$ cat config.mk
export PLATFORM = sky130hd
export DESIGN_NAME = color_keyed_clipped_blit
export DESIGN_NICKNAME = d
export VERILOG_FILES = /design/src/hdl/ckcb_pkg.sv /design/src/hdl/ckcb_raster.sv /design/src/hdl/ckcb_write.sv /design/src/hdl/color_keyed_clipped_blit.sv
export SDC_FILE = /design/constraint.sdc
export NUM_CORES = 1
export LEC_CHECK = 0
export ABC_AREA = 1
export BUFFER_PORTS_ARGS = -buffer_cell sky130_fd_sc_hd__buf_2
export CORE_ASPECT_RATIO = 0.7
export CORE_UTILIZATION = 55
export CTS_CLUSTER_SIZE = 24
export DETAILED_ROUTE_END_ITERATION = 12
export PLACE_DENSITY = 0.78
export SYNTH_ARGS = -nofsm -noshare
export SYNTH_HDL_FRONTEND = slang
export SYNTH_SLANG_ARGS = --single-unit
$ cat constraint.sdc
create_clock -name clk -period 5.2 [get_ports clk]
set_input_delay 0.52 -clock clk [delete_from_list [all_inputs] [get_ports clk]]
set_output_delay 0.52 -clock clk [all_outputs]
set_load 0.01 [all_outputs]
$ cat src/hdl/ckcb_pkg.sv
`timescale 1ns / 1ps
`default_nettype none

package ckcb_pkg;

	// Default limits for the top-level parameters
	localparam int unsigned CKCB_MAX_RECT_SIDE    = 256;
	localparam int unsigned CKCB_MAX_DISPLAY_SIDE = 2048;

	// Fixed field widths
	localparam int unsigned COORD_W   = 12;
	localparam int unsigned RSIDE_W   = 9;
	localparam int unsigned DSIDE_W   = 12;
	localparam int unsigned PIXEL_W   = 32;
	localparam int unsigned ADDR_W    = 22;
	localparam int unsigned REG_IDX_W = 3;

	// Register reset values
	localparam logic [COORD_W-1:0] DEST_X_RST         = '0;
	localparam logic [COORD_W-1:0] DEST_Y_RST         = '0;
	localparam logic [RSIDE_W-1:0] RECT_WIDTH_RST     = 9'd32;
	localparam logic [RSIDE_W-1:0] RECT_HEIGHT_RST    = 9'd32;
	localparam logic [DSIDE_W-1:0] DISPLAY_WIDTH_RST  = 12'd1280;
	localparam logic [DSIDE_W-1:0] DISPLAY_HEIGHT_RST = 12'd720;
	localparam logic [PIXEL_W-1:0] COLOR_KEY_RST      = 32'h00FF00FF;

	typedef enum logic [REG_IDX_W-1:0] {
		REG_DEST_X,
		REG_DEST_Y,
		REG_RECT_WIDTH,
		REG_RECT_HEIGHT,
		REG_DISPLAY_WIDTH,
		REG_DISPLAY_HEIGHT,
		REG_COLOR_KEY
	} ckcb_reg_t;

	// Per-pixel status carried from the raster stage to the write stage
	typedef struct packed {
		logic visible;
		logic done;
	} ckcb_stat_t;

	// Rectangle side: zero acts as one, oversize saturates at the limit
	function automatic logic [RSIDE_W-1:0] rect_side(input logic [RSIDE_W-1:0] v,
		input int unsigned lim);
		logic [RSIDE_W-1:0] r;
		if (v == '0) begin
			r = RSIDE_W'(1);
		end else if (32'(v) > lim) begin
			r = RSIDE_W'(lim);
		end else begin
			r = v;
		end
		return r;
	endfunction

	// Display side: oversize saturates at the limit
	function automatic logic [DSIDE_W-1:0] disp_side(input logic [DSIDE_W-1:0] v,
		input int unsigned lim);
		logic [DSIDE_W-1:0] r;
		if (32'(v) > lim) begin
			r = DSIDE_W'(lim);
		end else begin
			r = v;
		end
		return r;
	endfunction

endpackage

`default_nettype wire

$ cat src/hdl/ckcb_raster.sv
`timescale 1ns / 1ps
`default_nettype none

module ckcb_raster import ckcb_pkg::*; #(
	parameter int unsigned MAX_RECT_SIDE    = CKCB_MAX_RECT_SIDE,
	parameter int unsigned MAX_DISPLAY_SIDE = CKCB_MAX_DISPLAY_SIDE
) (
	input  logic                      clk,
	input  logic                      arst_n,
	input  logic                      advance,
	input  logic [PIXEL_W-1:0]        src_pixel,
	input  logic signed [COORD_W-1:0] dest_x,
	input  logic signed [COORD_W-1:0] dest_y,
	input  logic [RSIDE_W-1:0]        rect_width,
	input  logic [RSIDE_W-1:0]        rect_height,
	input  logic [DSIDE_W-1:0]        display_width,
	input  logic [DSIDE_W-1:0]        display_height,
	output logic [PIXEL_W-1:0]        pixel_s1,
	output logic [((MAX_DISPLAY_SIDE > 4096) ? 12 : $clog2(MAX_DISPLAY_SIDE))-1:0] px_s1,
	output logic [((MAX_DISPLAY_SIDE > 4096) ? 12 : $clog2(MAX_DISPLAY_SIDE))-1:0] py_s1,
	output ckcb_stat_t                stat_s1
);

	localparam int unsigned CW  = (MAX_RECT_SIDE > 1) ? $clog2(MAX_RECT_SIDE) : 1;
	localparam int unsigned XW  = (MAX_DISPLAY_SIDE > 4096) ? 12 : $clog2(MAX_DISPLAY_SIDE);
	localparam int unsigned RW  = ((CW > RSIDE_W) ? CW : RSIDE_W) + 1;
	localparam int unsigned PXW = ((COORD_W > CW + 1) ? COORD_W : CW + 1) + 1;

	logic [CW-1:0]  col_q, row_q;
	logic [RSIDE_W-1:0] w, h;
	logic [DSIDE_W-1:0] dw, dh;
	logic last_col, last_row;
	logic signed [PXW-1:0] px, py;
	logic vis_x, vis_y;

	assign w  = rect_side(rect_width, MAX_RECT_SIDE);
	assign h  = rect_side(rect_height, MAX_RECT_SIDE);
	assign dw = disp_side(display_width, MAX_DISPLAY_SIDE);
	assign dh = disp_side(display_height, MAX_DISPLAY_SIDE);

	// A counter at or past the last position counts as on it
	assign last_col = (RW'(col_q) + RW'(1)) >= RW'(w);
	assign last_row = (RW'(row_q) + RW'(1)) >= RW'(h);

	assign px = PXW'(dest_x) + $signed(PXW'(col_q));
	assign py = PXW'(dest_y) + $signed(PXW'(row_q));

	assign vis_x = !px[PXW-1] && (px[PXW-2:0] < (PXW-1)'(dw));
	assign vis_y = !py[PXW-1] && (py[PXW-2:0] < (PXW-1)'(dh));

	always_ff @(posedge clk or negedge arst_n) begin
		if (!arst_n) begin
			col_q <= '0;
			row_q <= '0;
		end else if (advance) begin
			if (last_col) begin
				col_q <= '0;
				row_q <= last_row ? '0 : row_q + CW'(1);
			end else begin
				col_q <= col_q + CW'(1);
			end
		end
	end

	always_ff @(posedge clk) begin
		if (advance) begin
			pixel_s1        <= src_pixel;
			px_s1           <= px[XW-1:0];
			py_s1           <= py[XW-1:0];
			stat_s1.visible <= vis_x && vis_y;
			stat_s1.done    <= last_col && last_row;
		end
	end

	a_wrap_rect: assert property (@(posedge clk) disable iff (!arst_n)
		advance && last_col && last_row |=> col_q == '0 && row_q == '0)
		else $error("counters did not wrap after the last pixel");

	a_col_step: assert property (@(posedge clk) disable iff (!arst_n)
		advance && !last_col |=> col_q == $past(col_q) + CW'(1) && row_q == $past(row_q))
		else $error("column counter did not step");

endmodule

`default_nettype wire

$ cat src/hdl/ckcb_write.sv
`timescale 1ns / 1ps
`default_nettype none

module ckcb_write import ckcb_pkg::*; #(
	parameter int unsigned MAX_DISPLAY_SIDE = CKCB_MAX_DISPLAY_SIDE
) (
	input  logic                clk,
	input  logic                arst_n,
	input  logic                advance,
	input  logic [PIXEL_W-1:0]  pixel_s1,
	input  logic [((MAX_DISPLAY_SIDE > 4096) ? 12 : $clog2(MAX_DISPLAY_SIDE))-1:0] px_s1,
	input  logic [((MAX_DISPLAY_SIDE > 4096) ? 12 : $clog2(MAX_DISPLAY_SIDE))-1:0] py_s1,
	input  ckcb_stat_t          stat_s1,
	input  logic [DSIDE_W-1:0]  display_width,
	input  logic [PIXEL_W-1:0]  color_key,
	output logic                write_enable_s2,
	output logic [ADDR_W-1:0]   write_address_s2,
	output logic [PIXEL_W-1:0]  write_pixel_s2,
	output logic                rect_done_s2
);

	localparam int unsigned XW = (MAX_DISPLAY_SIDE > 4096) ? 12 : $clog2(MAX_DISPLAY_SIDE);
	localparam int unsigned PW = XW + DSIDE_W;
	localparam int unsigned SW = (PW + 1 > ADDR_W) ? PW + 1 : ADDR_W;

	logic [DSIDE_W-1:0] dw;
	logic [PW-1:0] prod;
	logic [SW-1:0] sum;
	logic we;

	assign dw   = disp_side(display_width, MAX_DISPLAY_SIDE);
	assign prod = PW'(py_s1) * PW'(dw);
	assign sum  = SW'(prod) + SW'(px_s1);
	assign we   = stat_s1.visible && (pixel_s1 != color_key);

	always_ff @(posedge clk) begin
		if (advance) begin
			write_enable_s2  <= we;
			write_address_s2 <= we ? sum[ADDR_W-1:0] : '0;
			write_pixel_s2   <= we ? pixel_s1 : '0;
			rect_done_s2     <= stat_s1.done;
		end
	end

	a_clip_quiet: assert property (@(posedge clk) disable iff (!arst_n)
		advance && !stat_s1.visible |=>
			!write_enable_s2 && write_address_s2 == '0 && write_pixel_s2 == '0)
		else $error("clipped pixel produced a write");

endmodule

`default_nettype wire

$ cat src/hdl/color_keyed_clipped_blit.sv
`timescale 1ns / 1ps
`default_nettype none

// Color-keyed, clipped sprite blit.
//
// Feed the source pixels of a rectangle on src_pixel (in_valid/in_ready),
// left to right, then top to bottom. Each request yields exactly one result
// on the out channel (out_valid/out_ready): write_enable is high when the
// destination position (dest_x + column, dest_y + row) lies inside the
// display and the pixel differs from color_key; write_address is then
// (dest_y + row) * display_width + dest_x + column. rect_done flags the last
// pixel of the rectangle, after which the column and row counters wrap to zero.
// Pipeline: two register stages, the raster stage and then the write stage.
// Throughput: one pixel per clock while the receiver does not stall; the
// write stage holds the single 12 x 11 bit address multiply.
// Program registers through cfg_write/cfg_index/cfg_data only while the
// pipeline is empty. Reset clears the counters and loads the register
// defaults (32 x 32 rectangle at the origin, 1280 x 720 display, key
// 0x00FF00FF). When the receiver stalls, the result holds, the raster
// stage fills, and in_ready drops once both stages are full.

module color_keyed_clipped_blit import ckcb_pkg::*; #(
	parameter int unsigned MAX_RECT_SIDE    = CKCB_MAX_RECT_SIDE,
	parameter int unsigned MAX_DISPLAY_SIDE = CKCB_MAX_DISPLAY_SIDE
) (
	input  logic                 clk,
	input  logic                 arst_n,
	// configuration
	input  logic                 cfg_write,
	input  logic [REG_IDX_W-1:0] cfg_index,
	input  logic [PIXEL_W-1:0]   cfg_data,
	// source pixels
	input  logic                 in_valid,
	output logic                 in_ready,
	input  logic [PIXEL_W-1:0]   src_pixel,
	// frame-buffer writes
	output logic                 out_valid,
	input  logic                 out_ready,
	output logic                 write_enable,
	output logic [ADDR_W-1:0]    write_address,
	output logic [PIXEL_W-1:0]   write_pixel,
	output logic                 rect_done
);

	localparam int unsigned XW = (MAX_DISPLAY_SIDE > 4096) ? 12 : $clog2(MAX_DISPLAY_SIDE);

	// Configuration registers
	logic signed [COORD_W-1:0] dest_x_q, dest_y_q;
	logic [RSIDE_W-1:0] rect_width_q, rect_height_q;
	logic [DSIDE_W-1:0] display_width_q, display_height_q;
	logic [PIXEL_W-1:0] color_key_q;

	// Pipeline control
	logic valid_s1, valid_s2;
	logic s1_ready, s2_ready;
	logic adv1, adv2;

	// Stage 1 payload
	logic [PIXEL_W-1:0] pixel_s1;
	logic [XW-1:0]      px_s1, py_s1;
	ckcb_stat_t         stat_s1;

	// Register writes; unknown indexes are dropped
	always_ff @(posedge clk or negedge arst_n) begin
		if (!arst_n) begin
			dest_x_q         <= DEST_X_RST;
			dest_y_q         <= DEST_Y_RST;
			rect_width_q     <= RECT_WIDTH_RST;
			rect_height_q    <= RECT_HEIGHT_RST;
			display_width_q  <= DISPLAY_WIDTH_RST;
			display_height_q <= DISPLAY_HEIGHT_RST;
			color_key_q      <= COLOR_KEY_RST;
		end else if (cfg_write) begin
			unique case (ckcb_reg_t'(cfg_index))
				REG_DEST_X:         dest_x_q         <= cfg_data[COORD_W-1:0];
				REG_DEST_Y:         dest_y_q         <= cfg_data[COORD_W-1:0];
				REG_RECT_WIDTH:     rect_width_q     <= cfg_data[RSIDE_W-1:0];
				REG_RECT_HEIGHT:    rect_height_q    <= cfg_data[RSIDE_W-1:0];
				REG_DISPLAY_WIDTH:  display_width_q  <= cfg_data[DSIDE_W-1:0];
				REG_DISPLAY_HEIGHT: display_height_q <= cfg_data[DSIDE_W-1:0];
				REG_COLOR_KEY:      color_key_q      <= cfg_data;
				default: ;
			endcase
		end
	end

	// Each stage takes a new request whenever it is empty or its content moves on
	assign s2_ready = !valid_s2 || out_ready;
	assign s1_ready = !valid_s1 || s2_ready;
	assign in_ready = s1_ready;
	assign adv1     = in_valid && s1_ready;
	assign adv2     = valid_s1 && s2_ready;

	always_ff @(posedge clk or negedge arst_n) begin
		if (!arst_n) begin
			valid_s1 <= 1'b0;
			valid_s2 <= 1'b0;
		end else begin
			if (s1_ready) begin
				valid_s1 <= in_valid;
			end
			if (s2_ready) begin
				valid_s2 <= valid_s1;
			end
		end
	end

	// Stage 1: raster counters, destination position and clip test
	ckcb_raster #(
		.MAX_RECT_SIDE    (MAX_RECT_SIDE),
		.MAX_DISPLAY_SIDE (MAX_DISPLAY_SIDE)
	) u_raster (
		.clk            (clk),
		.arst_n         (arst_n),
		.advance        (adv1),
		.src_pixel      (src_pixel),
		.dest_x         (dest_x_q),
		.dest_y         (dest_y_q),
		.rect_width     (rect_width_q),
		.rect_height    (rect_height_q),
		.display_width  (display_width_q),
		.display_height (display_height_q),
		.pixel_s1       (pixel_s1),
		.px_s1          (px_s1),
		.py_s1          (py_s1),
		.stat_s1        (stat_s1)
	);

	// Stage 2: color key, linear address and the result register
	ckcb_write #(
		.MAX_DISPLAY_SIDE (MAX_DISPLAY_SIDE)
	) u_write (
		.clk              (clk),
		.arst_n           (arst_n),
		.advance          (adv2),
		.pixel_s1         (pixel_s1),
		.px_s1            (px_s1),
		.py_s1            (py_s1),
		.stat_s1          (stat_s1),
		.display_width    (display_width_q),
		.color_key        (color_key_q),
		.write_enable_s2  (write_enable),
		.write_address_s2 (write_address),
		.write_pixel_s2   (write_pixel),
		.rect_done_s2     (rect_done)
	);

	assign out_valid = valid_s2;

	a_take_fills: assert property (@(posedge clk) disable iff (!arst_n)
		adv1 |=> valid_s1)
		else $error("accepted request not held in the raster stage");

	a_no_overrun: assert property (@(posedge clk) disable iff (!arst_n)
		valid_s1 && valid_s2 && !out_ready |-> !in_ready)
		else $error("request taken while both stages are full and stalled");

	a_stall_keeps: assert property (@(posedge clk) disable iff (!arst_n)
		valid_s1 && valid_s2 && !out_ready |=> valid_s1 && valid_s2)
		else $error("stalled request dropped");

endmodule

`default_nettype wire

Word-level counts from Yosys, hierarchy flattened
Cells that the tools add are included.
- word-level logic and storage cells: 75
- bits in registers: 228
- bits of input ports: 72
- output and inout bits: 58
- muxes and demuxes: 8
- equality and inequality tests: 7
- add/subtract/negate cells: 7
- reduce and logical (&&, ||, !) cells: 24
- multipliers: 1
- magnitude comparators: 8
- operators with widths (cell ; count):
    9-bit two-way mux ; 4
    32-bit != test ; 1
    12-bit by 9-bit adder with 13-bit output ; 2
    12-bit > comparator (second input constant) ; 2
    12-bit < comparator ; 2
    12-bit two-way mux ; 2
    22-bit by 11-bit adder with 22-bit output ; 1
    11-bit by 12-bit multiplier with 22-bit output ; 1
    10-bit by 9-bit >= comparator with 1-bit output ; 2
    8-bit by 1-bit adder with 9-bit output (second input constant) ; 2
    9-bit > comparator (second input constant) ; 2
    9-bit zero test ; 2
    8-bit by 1-bit adder with 8-bit output (second input constant) ; 2
    8-bit two-way mux ; 2
    2-bit AND reduction ; 8
    3-bit equality test (second input constant) ; 3
    1-bit logical AND ; 7
    3-bit by 2-bit equality test with 1-bit output (second input constant) ; 2
    1-bit zero test ; 4
    3-bit by 1-bit equality test with 1-bit output (second input constant) ; 1
    3-bit zero test ; 1
    1-bit logical OR ; 2

Longest topological paths before layout
- word-level depth: 5
- mapped depth: 29
- mapped depth without buffers: 29

Modules after synthesis
From an unflattened synthesis, not the netlist that was laid out.
- cells, all modules: 1891
- area total of the unflattened synthesis: 16140.5 µm²
- by module, submodules not included (module ; area each (µm²) ; instances ; cells an instance):
    ckcb_write ; 7472.2 ; 1 ; 928
    ckcb_raster ; 4730.8 ; 1 ; 516
    color_keyed_clipped_blit ; 3937.5 ; 1 ; 447

Worst setup path before layout
No wires, ideal clock.
- path type: register -> register
- start: register display_width_q[0]
- end: register u_write.write_address_s2[21] (data pin)
- arrival time: 4943 ps
- path buffers: 0
- period minus slack after synthesis: 5202 ps
- stages on the path, launching flop included: 28
- slack: -2 ps
- path through: dfrtp_1 > nor2_1 > nand2_1 > nor2_1 > nand2_1 > nand2_2 > nand2_1 > inv_1 > nand2_1 > fa_1 > fa_1 > inv_1 > fa_1 > fa_1 > inv_1 > fa_1 > inv_1 > ha_1 > nand2_2 > inv_2 > a21oi_1 > nand2_2 > nand2_2 > nand2_2 > nand2_2 > nand2_1 > nand2_1 > a21oi_1
- word-level cells in the longest chain between the ends: 4
- RTL lines (item ; RTL line ; RTL):
    from (decl) ; color_keyed_clipped_blit.sv:50 ; logic [DSIDE_W-1:0] display_width_q, display_height_q;
    from (signal assigned) ; color_keyed_clipped_blit.sv:79 ; REG_DISPLAY_WIDTH: display_width_q <= cfg_data[DSIDE_W-1:0];
    12-bit > comparator ; ckcb_pkg.sv:61 ; if (32'(v) > lim) begin
    12-bit two-way mux (*) ; ckcb_pkg.sv:61 ;
    11-bit by 12-bit multiplier with 22-bit output (*) ; ckcb_write.sv:32 ; assign prod = PW'(py_s1) * PW'(dw);
    22-bit by 11-bit adder with 22-bit output (*) ; ckcb_write.sv:33 ; assign sum = SW'(prod) + SW'(px_s1);
    to (signal assigned) ; ckcb_write.sv:39 ; write_address_s2 <= we ? sum[ADDR_W-1:0] : '0;
    to (decl) ; ckcb_write.sv:17 ; output logic [ADDR_W-1:0] write_address_s2,
Every way passes the cells marked *; elsewhere a longest branch is shown, timed or not.
A chain may end at the register's enable or synchronous reset.

Worst setup path after layout
- start: register display_width_q[3]
- end: register u_write.write_address_s2[17] (data pin)
Same word-level chain as after synthesis.

==> impl.org <==
** Timing
- Unrepaired setup endpoints after global routing :: yes
- After layout, the minimum clock period comes to 5.22 ns.
- Across the routed clock network, the largest skew measured is 0.0121 ns.
- For this run, the top clock speed supported by timing is 191 MHz.
- Count of pins over their slew limit :: 0
- Slew at the pin with the worst max-slew slack :: 1.09 ns
- Final hold analysis gives a worst-case slack of 0.0752 ns.
- Worst slew margin :: 0.274
- Setup violations remaining at the end of the flow were counted as 4.
- Final WS setup :: -0.0231 ns
- Tcrit/Tclk final :: 1.00
- Final hold violation count :: 0

** Global route
- First-pass GRT wire length :: 58300 um
- Initial antenna violation count :: 0
- Total routing usage reported by global routing :: 0.254
- The via count of the first global-routing pass was 11700.
- For this run the aggregate overflow at the end of global routing stands at 0.
- Entering global routing, the biggest net connects 62 pins.

** Finish
- Commonest cells after routing, fill and taps aside :: 356 x sky130_fd_sc_hd__nand2_1, 297 x sky130_fd_sc_hd__inv_1, 157 x sky130_fd_sc_hd__nor2_1
- Antenna diodes :: 0
- Registers take 0.00630 mm2.
- Leaving out fill and tap cells, the most frequent cell in the layout is sky130_fd_sc_hd__nand2_1.
- Layout cell share with drive strength beyond 1 :: 0.219
- Post-Layout Cell Count :: 2304
- In the final layout, the multi-input gates occupy 0.00840 mm2.
- Measured on the finished design, the core utilization comes to 0.663.
- # fillers :: 2203
- Relative to the synthesized area, the layout overhead comes to 18.4%.
- In the final design database the tool counted 2205 nets.

** Yosys
- Synthesis produced a netlist whose cell count is 1706.
- Count of cell types in the netlist :: 47
- The most used flip-flop cell after synthesis is sky130_fd_sc_hd__edfxtp_1.
- Synthesized Nets :: 1996
- In this run, synthesis inferred 112 flip-flops with an integrated enable.
- Of the synthesized area, sequential elements account for 0.404.
- Warning count from the yosys run :: 0
- Synthesis inferred 228 register bits.
- Share of synthesized registers carrying an async set or reset :: 0.509
- After synthesis the cells add up to 0.0156 mm2.
- A synthesized cell averages 9.13 um2.

** Critical path
- In this run the worst path has a maximum fanout of 5.
- The startpoint identified for the worst register-to-register timing path is display_width_q[3].
- The worst setup path is launched from a flop.
- For the worst setup path, the data required time is 5.47 ns.
- RR Endpoint :: u_write.write_address_s2[17]
- For the worst flop-to-flop path, the logic depth is 28.
- Maximum single-stage delay on the critical path :: 0.54 ns
- Buffers and inverters on the worst path :: 7
- The worst register-to-register path has a setup slack of -0.02 ns.
- Data arrives at the worst endpoint at 5.49 ns.
- The worst setup path is captured at a flop.
- CP dominant cell by count :: sky130_fd_sc_hd__nand2_2
- The worst setup path is of the flop to flop kind.
- On the critical path, the stage with the largest delay is an instance of sky130_fd_sc_hd__fa_1.
- Kind of cell adding the most delay to the critical path :: adder cells

** Power and ir drop
- The share of total power dissipated in the clock network is 0.121.
- Cell internal power was estimated by the tool at 7470 uW.
- Part of the power in registers :: 0.201
- Worst IR Drop VDD :: 0.711 mV
- Of the total power, the share spent switching nets is 0.460.
- For this design the total switching power over the nets is 6350 uW.
- Share of total power in combinational logic :: 0.678
- Power per Cell Area :: 750 mW/mm2
- Summed over all cells, the static leakage comes to 0.00926 uW.

** Drt
- In this run the remaining antenna-violating nets after routing total 0.
- First DRT Iteration DRCs :: 907
- Vias after detailed routing :: 12000
- Number of search-and-repair iterations in the first detailed-routing pass :: 7
- For this run, design rule violations remaining after detail routing come to 0.
- The routed design has 36600 um of wire.
- In the final routed layout, each cell accounts on average for 15.9 um.
- Mean number of vias per cell :: 5.21

** Outcome
- Violations in the final reports :: negative setup slack
- Run status :: complete, but fails checks

** Clocking
- After clock tree synthesis, the clock-pin slew on the worst setup and hold paths is 0.06 ns.
- Source-to-sink clock delay at the later pin of the worst-skew pair :: 0.54 ns
- Htree depth :: 1
- Clock net sink count :: 228
- Clock tree from TritonCTS :: yes
- Number of clock buffers inserted by TritonCTS :: 24
- Clk root buf :: sky130_fd_sc_hd__clkbuf_16
- Clk buf depth :: 3

** Placement
- The congestion estimate from routability-driven global placement came to 0.936.
- HPWL reported at the end of detailed placement :: 27700 um
- Total of buffers placed on input and output ports :: 129
- Count of placed standard cells including taps :: 2245
- Dpl ws :: -0.283 ns

** Die
- After floorplanning, the core was divided into 51 placement rows.
- The die covers 0.0290 mm2.
- 130 I/O pins were placed.
- For this configuration, the core starts out at a cell density of 0.560.
- Total core area :: 0.0278 mm2
- Width of the chip :: 203 um
- Y dimension of the die :: 143 um

** Worst hold path
- Classification of the worst-slack hold path :: primary input to asynchronous set/reset pin

** Job
- Count of max-cap constraint violations :: 0
==> power groups by stage <==
stage | combinational (uW) | clock [uW] | sequential, uW
finish | 9370 | 1670 | 2780
global route | 10500 | 1770 | 2820
CTS | 8260 | 1710 | 2770
detailed placement | 7500 | 0 | 2800
global placement | 7320 | 0 | 2790
floorplan | 5080 | 0 | 2740
==> registers in the layout, indices dropped and copies added, names as in the netlist, 11 cells and up <==
register,cells
color_key_q,32
u_write.write_pixel_s2,32
u_raster.px_s1,11
display_height_q,12
u_raster.pixel_s1,32
display_width_q,12
dest_x_q,12
u_raster.py_s1,11
dest_y_q,12
u_write.write_address_s2,22
==> timing repair <==
item                                    CTS  global route
cloned                                    1             0
hold buffers                              0             0
resized for setup                        49            64
endpoints found under the setup margin   12            13
pin swaps                                39            48
buffers inserted                          8             6
==> logic make-up after synthesis <==
family          Yosys count  synth area share
buf+inv                 349            0.0874
compound gates          190            0.0670
fa+ha+maj               218             0.224
simple gates            644             0.171
xor+xnor                 60            0.0337
flops                   228             0.404
mux                      17            0.0123
==> worst reg2reg max path: cells and delay by family (launching register included) <==
family	cells	cell delay, ns
adder cells (fa/ha/maj)	6	2.78
flip-flops	1	0.37
AND/OR/NAND/NOR	14	1.12
buffers and inverters	7	0.55
XOR/XNOR	1	0.14
==> worst max path at each step <==
stage	startpoint	depth (start not counted)	end	slack, ns
2_1_floorplan	display_width_q[0]	27	u_write.write_address_s2[21]	0.006
3_3_place_gp	display_width_q[6]	25	u_write.write_address_s2[20]	-0.18
3_5_place_dp	display_width_q[7]	25	u_write.write_address_s2[15]	-0.28
4_1_cts	display_width_q[3]	26	u_write.write_address_s2[15]	-0.002
5_1_grt	display_width_q[0]	26	u_write.write_address_s2[19]	-0.29
6_report	display_width_q[3]	28	u_write.write_address_s2[17]	-0.02
==> metal layers <==
| layer | share of wire | routed length (um) | global-route usage | vias to the layer above |
|---|---|---|---|---|
| met2 | 0.47 | 17100 | 0.423 | 340 |
| met4 | 0.025 | 903 | 0.0685 | 0 |
| met5 | 0 | 0 | 0 | - |
| met1 | 0.45 | 16600 | 0.350 | 5800 |
| met3 | 0.054 | 1970 | 0.0379 | 56 |
| li1 | - | - | - | 5800 |
==> stage by stage <==
stage               area [um2]  total power [uW]  setup TNS (ns)
global placement         17100             10100           -1.26
detailed placement       17100             10300           -2.17
global route             18400             15100           -2.51
finish                   18400             13800         -0.0807
CTS                      18100             12700        -0.00219
floorplan                15600              7810               0
==> layout make-up <==
type,instances,area share
sequential,228,0.342
tap,371,0.0252
clock inverter,7,0.00305
clock buffer,37,0.0386
inverter,317,0.0656
timing repair buffer,214,0.0702
multi-input combinational,1130,0.456
==> synthesized netlist by cell type (2+ instances only) <==
| cell | count | share of area |
|---|---|---|
| sky130_fd_sc_hd__nand2_1 | 377 | 0.091 |
| sky130_fd_sc_hd__dfrtp_1 | 92 | 0.15 |
| sky130_fd_sc_hd__o21ai_2 | 2 | 0.0011 |
| sky130_fd_sc_hd__nand2_4 | 2 | 0.0014 |
| sky130_fd_sc_hd__buf_6 | 6 | 0.0043 |
| sky130_fd_sc_hd__nor3_2 | 4 | 0.0026 |
| sky130_fd_sc_hd__edfxtp_1 | 112 | 0.22 |
| sky130_fd_sc_hd__o21a_1 | 2 | 0.00096 |
| sky130_fd_sc_hd__nand3_2 | 7 | 0.0045 |
| sky130_fd_sc_hd__o21ai_0 | 104 | 0.033 |
| sky130_fd_sc_hd__a31oi_1 | 3 | 0.0012 |
| sky130_fd_sc_hd__o21bai_1 | 5 | 0.0024 |
| sky130_fd_sc_hd__o21ai_1 | 5 | 0.0016 |
| sky130_fd_sc_hd__nand3b_1 | 4 | 0.0019 |
| sky130_fd_sc_hd__a21o_1 | 5 | 0.0024 |
| sky130_fd_sc_hd__nand2_2 | 9 | 0.0036 |
| sky130_fd_sc_hd__nand3_1 | 31 | 0.010 |
| sky130_fd_sc_hd__ha_1 | 117 | 0.094 |
| sky130_fd_sc_hd__fa_1 | 101 | 0.13 |
| sky130_fd_sc_hd__xnor2_1 | 22 | 0.012 |
| sky130_fd_sc_hd__mux2_2 | 17 | 0.012 |
| sky130_fd_sc_hd__inv_2 | 6 | 0.0014 |
| sky130_fd_sc_hd__clkbuf_1 | 21 | 0.0051 |
| sky130_fd_sc_hd__nor2_2 | 5 | 0.0020 |
| sky130_fd_sc_hd__or2_1 | 2 | 0.00080 |
| sky130_fd_sc_hd__o2111ai_1 | 2 | 0.0011 |
| sky130_fd_sc_hd__nand4_1 | 11 | 0.0044 |
| sky130_fd_sc_hd__xor2_1 | 38 | 0.021 |
| sky130_fd_sc_hd__a21oi_1 | 49 | 0.016 |
| sky130_fd_sc_hd__buf_2 | 3 | 0.00096 |
| sky130_fd_sc_hd__a21oi_2 | 8 | 0.0045 |
| sky130_fd_sc_hd__dfstp_2 | 24 | 0.040 |
| sky130_fd_sc_hd__o211ai_1 | 2 | 0.00096 |
| sky130_fd_sc_hd__buf_1 | 2 | 0.00048 |
| sky130_fd_sc_hd__nor2_1 | 170 | 0.041 |
| sky130_fd_sc_hd__inv_1 | 309 | 0.074 |
| sky130_fd_sc_hd__nor4_1 | 7 | 0.0028 |
| sky130_fd_sc_hd__nor3_1 | 11 | 0.0035 |
(Power assumes the default switching activity.)
